`config.mk`:
```
export PLATFORM = sky130hd
export DESIGN_NAME = s2l_cdiv
export DESIGN_NICKNAME = d
export VERILOG_FILES = /design/src/rtl/core/s2l_cdiv.sv
export SDC_FILE = /design/constraint.sdc
export NUM_CORES = 1
export LEC_CHECK = 0
export BUFFER_PORTS_ARGS = -buffer_cell sky130_fd_sc_hd__buf_4
export CAP_MARGIN = 20
export CORE_ASPECT_RATIO = 1.4
export CORE_UTILIZATION = 59
export CTS_CLUSTER_DIAMETER = 100
export DETAILED_ROUTE_END_ITERATION = 12
export PLACE_DENSITY = 0.78
export SETUP_SLACK_MARGIN = 0.05
export SLEW_MARGIN = 10
export SYNTH_ARGS = -nofsm -noshare
export SYNTH_HDL_FRONTEND = slang
export SYNTH_SLANG_ARGS = --single-unit
```
`constraint.sdc`:
```
create_clock -name i_clk -period 7.7 [get_ports i_clk]
set_input_delay 1.155 -clock i_clk [delete_from_list [all_inputs] [get_ports i_clk]]
set_output_delay 1.155 -clock i_clk [all_outputs]
set_load 0.02 [all_outputs]
```
`src/rtl/core/s2l_cdiv.sv`:
```
module s2l_cdiv #(
    parameter int              NW = 44,
    parameter int              QW = 21,
    parameter longint unsigned D  = 64'd10000000
) (
    input  logic          i_clk,
    input  logic          i_en,
    input  logic [NW-1:0] i_num,
    output logic [QW-1:0] o_quo
);
    localparam int              HW = 24;
    localparam int              SH = NW - HW;
    localparam longint unsigned M  = (64'd1 << (SH + HW)) / D;
    localparam int              MW = $clog2(M + 1);
    localparam int              DW = $clog2(D) + 3;
    localparam int              PW = HW + MW;

    logic [NW-1:0] r_num;
    logic [QW-1:0] r_q0;
    logic [QW-1:0] r_q1;
    logic [DW-1:0] r_rem;
    logic [QW-1:0] r_quo;

    logic [PW-1:0] n_prod;
    logic [QW-1:0] n_q0;
    logic [DW-1:0] n_back;
    logic [DW-1:0] n_rem;
    logic [QW-1:0] n_quo;

    assign n_prod = PW'(i_num[NW-1:SH]) * PW'(M);
    assign n_q0   = QW'(n_prod >> HW);
    assign n_back = DW'(r_q0) * DW'(D);
    assign n_rem  = DW'(r_num) - n_back;
    assign n_quo  = r_q1 + QW'(r_rem >= DW'(D)) + QW'(r_rem >= DW'(2 * D))
                    + QW'(r_rem >= DW'(3 * D));

    always_ff @(posedge i_clk) begin
        if (i_en) begin
            r_num <= i_num;
            r_q0  <= n_q0;
            r_q1  <= r_q0;
            r_rem <= n_rem;
            r_quo <= n_quo;
        end
    end

    assign o_quo = r_quo;

endmodule

```
==> key figures <==
Logic synthesis
  – Area fraction of the dominant cell type after synthesis: 0.299
  – Number of enable flip-flop cells after synthesis: 117
  – Leading cell types by total area after synthesis: sky130_fd_sc_hd__fa_1 (30%), sky130_fd_sc_hd__ha_1 (25%), sky130_fd_sc_hd__edfxtp_1 (20%)
  – Dominant register cell in the synthesized netlist: sky130_fd_sc_hd__edfxtp_1
  – Yosys warning count: 0
  – Gate Count Post-Synth: 1594
  – Flip-flop and latch count after synthesis: 117
  – Sequential-to-total area share from yosys stat: 0.197
  – Most used standard cells in the synthesized netlist: sky130_fd_sc_hd__inv_1 (432), sky130_fd_sc_hd__ha_1 (358), sky130_fd_sc_hd__fa_1 (266), sky130_fd_sc_hd__edfxtp_1 (117), sky130_fd_sc_hd__xnor2_1 (65)
  – Leading cell type by number of instances after synthesis: sky130_fd_sc_hd__inv_1
  – Synthesized area per cell: 11.2 um2
  – Post-Synthesis Net Count: 2264
  – Share of flip-flops with an asynchronous set or reset after synthesis: 0
  – Largest area contributor in the netlist: sky130_fd_sc_hd__fa_1
  – Cell area after synthesis: 17800 um2
  – Count of cell types in the netlist: 57

Clock tree
  – CTS H-tree depth: 4
  – Clk slew on worst S/H paths: 0.05 ns
  – CTS buffer count: 17
  – Count of buffers added by post-CTS timing repair for setup: 0
  – CTS tree: built
  – Number of gates resized after cts: 0
  – CTS max path bufs: 2
  – CTS Hold Bufs: 0
  – Clock sink count: 117
  – Clock Tree Root: sky130_fd_sc_hd__clkbuf_16
  – Clk Latency, worst-skew pair: 0.42 ns

Finish
  – Proportion of layout cells with a drive suffix above 1: 0.0745
  – Post-layout net count: 2361
  – Signed area change from the synthesized netlist to the final layout: 9.55%
  – Fillcell total: 2268
  – Antenna diode count: 0

Run status
  – Run status: completed

Detailed routing
  – Post-detailed-route wirelength per cell: 18.5 um
  – DRC marker count from the first detailed-route iteration: 395
  – Total via count after detailed routing: 11300
  – DRT Pass-1 Iters: 7
  – Wire length after detailed routing: 38600 um
  – Via density per instance: 5.44
  – DRC: 0
  – Remaining number of nets flagged by the antenna check after routing: 0

Critical path
  – Launching point of the worst reg2reg path: r_q0[3]
  – Critical path origin: i_num[34]
  – Max FO, Critical Path: 5
  – Required @ worst endpoint: 7.87 ns
  – CP Class: primary input to flop
  – Crit Reg-Reg Endpoint: r_rem[26]
  – Number of cells traversed by the worst register-to-register path: 22
  – Last element of the critical path: r_q0[20]
  – Worst EP arrival: 7.40 ns
  – R2R Setup Slk: 1.64 ns
  – Critical Path End Type: flop
  – Crit start category: primary input

Global route
  – Number of global-route vias before repair: 12900
  – Largest net degree at the start of global routing: 68
  – GRT Overall Usage: 0.273
  – Initial antenna violation count: 0
  – First-pass GRT wire length: 63500 um
  – Total gr overflow: 0

Timing
  – Fraction of the cycle the final worst path needs: 0.939
  – Hold Vio Cnt, Final: 0
  – Max Clock Freq: 138 MHz
  – Clock tree skew after final layout: 0.0139 ns
  – Setup_tns: 0 ns
  – Final Setup Violations: 0
  – Slew of the pin with the lowest slew margin: 0.799 ns
  – Setup repair after global routing missed its margin: false
  – Max Transition Viols Final: 0
  – Remaining max-slew budget at the tightest pin: 0.467
  – Final critical path time including I/O delays and setup: 7.23 ns

Run
  – Count of maximum capacitance violations: 0

Floorplan
  – IO Count: 67
  – Initial standard-cell utilization of the core: 0.605
  – Die outline area: 30900 um2
  – Die boundary height: 208 um
  – Row count: 74
  – Core area: 29400 um2
  – Width of the chip: 149 um

Placed design
  – Count of port buffers added during placement: 66
  – HPWL after DPL: 33700 um
  – GPL Wtd Cong: 1.01

Hold path
  – Type of the most critical hold path: flop to flop
  – Number of cells on the worst hold path: 0
[critical path: stages]
cell and delay (ns):
sky130_fd_sc_hd__buf_4 0.11, sky130_fd_sc_hd__inv_1 0.07, sky130_fd_sc_hd__fa_1 0.53, sky130_fd_sc_hd__inv_1 0.05, sky130_fd_sc_hd__fa_1 0.52, sky130_fd_sc_hd__inv_1 0.05, sky130_fd_sc_hd__fa_1 0.49, sky130_fd_sc_hd__inv_1 0.05
sky130_fd_sc_hd__fa_1 0.52, sky130_fd_sc_hd__fa_1 0.52, sky130_fd_sc_hd__fa_1 0.54, sky130_fd_sc_hd__inv_1 0.05, sky130_fd_sc_hd__fa_1 0.49, sky130_fd_sc_hd__inv_1 0.04, sky130_fd_sc_hd__ha_1 0.33, sky130_fd_sc_hd__nand2_1 0.06
sky130_fd_sc_hd__o21ai_0 0.13, sky130_fd_sc_hd__o21ai_0 0.15, sky130_fd_sc_hd__a21oi_1 0.18, sky130_fd_sc_hd__a21bo_2 0.28, sky130_fd_sc_hd__o31ai_2 0.35, sky130_fd_sc_hd__a21oi_1 0.17, sky130_fd_sc_hd__o2111ai_1 0.29, sky130_fd_sc_hd__a21oi_1 0.12
sky130_fd_sc_hd__xnor2_1 0.13
[per-stage QoR]
stage	instances	area [um2]	worst slack [ns]	hold slack [ns]	utilization
after floorplan	1594	17800	0.412	0.400	-
after global placement	2052	18900	0.170	0.401	0.641
after detailed placement	2052	18900	0.0542	0.405	0.641
after CTS	2084	19500	0.507	0.414	0.663
after global routing	2084	19500	0.0545	0.428	0.663
final	2084	19500	0.469	0.412	0.663
[cell type report]
type | instances | area, um2 | share of cell area
flip-flops and latches | 117 | 3510 | 0.180
repair buffers | 79 | 593 | 0.0304
inverters | 432 | 1620 | 0.0831
multi-input cells | 1044 | 12700 | 0.650
well taps | 380 | 475 | 0.0244
clock buffers | 18 | 429 | 0.0220
clock inverters | 14 | 208 | 0.0106
[placed cells by master (no fill, tap or decap), drive strengths merged, types with 14 or more instances in the layout]
master  Yosys  final
clkbuf      1     18
nand3      23     23
fa        266    266
a21oi      50     50
inv       432    433
and3       14     14
nand2      25     25
xnor2      65     65
edfxtp    117    117
buf         0     79
xor2       48     48
ha        358    358
o21ai      26     26
nor2       32     32
a21o       26     26
[worst min-delay path by stage]
stage               startpoint       end  slack (ns)
floorplan             r_q0[20]  r_q1[20]        0.40
global placement      r_num[3]  r_rem[3]        0.40
detailed placement    r_num[5]  r_rem[5]        0.41
CTS                   r_num[5]  r_rem[5]        0.41
global route          r_num[6]  r_rem[6]        0.43
finish                r_num[5]  r_rem[5]        0.41
[metal layers]
layer	part of all wire	routed length [um]	GRT usage
met3	0.031	1220	0.0301
met1	0.37	14100	0.293
met2	0.54	21000	0.509
met4	0.058	2240	0.155
met5	0	0	0
[sequential cells by signal, summed over array words and instances, names as in the netlist]
register / flops
r_num: 27
r_rem: 27
o_quo: 21
r_q0: 21
r_q1: 21
[kinds of logic (layout without fill, tap and decap cells)]
group | count (synthesis) | after routing | synth area share
DFF | 117 | 117 | 0.197
and+or+nand+nor | 146 | 146 | 0.0420
xor gates and xnor gates | 114 | 114 | 0.0568
buffers and inverters | 433 | 543 | 0.0912
AOI/OAI and AO/OA | 156 | 156 | 0.0601
muxes | 1 | 1 | 0.000562
adders and majority gates | 627 | 627 | 0.552
Power is not shown: default switching activity piles up to over one toggle a cycle in this logic, so the estimate is an artifact.
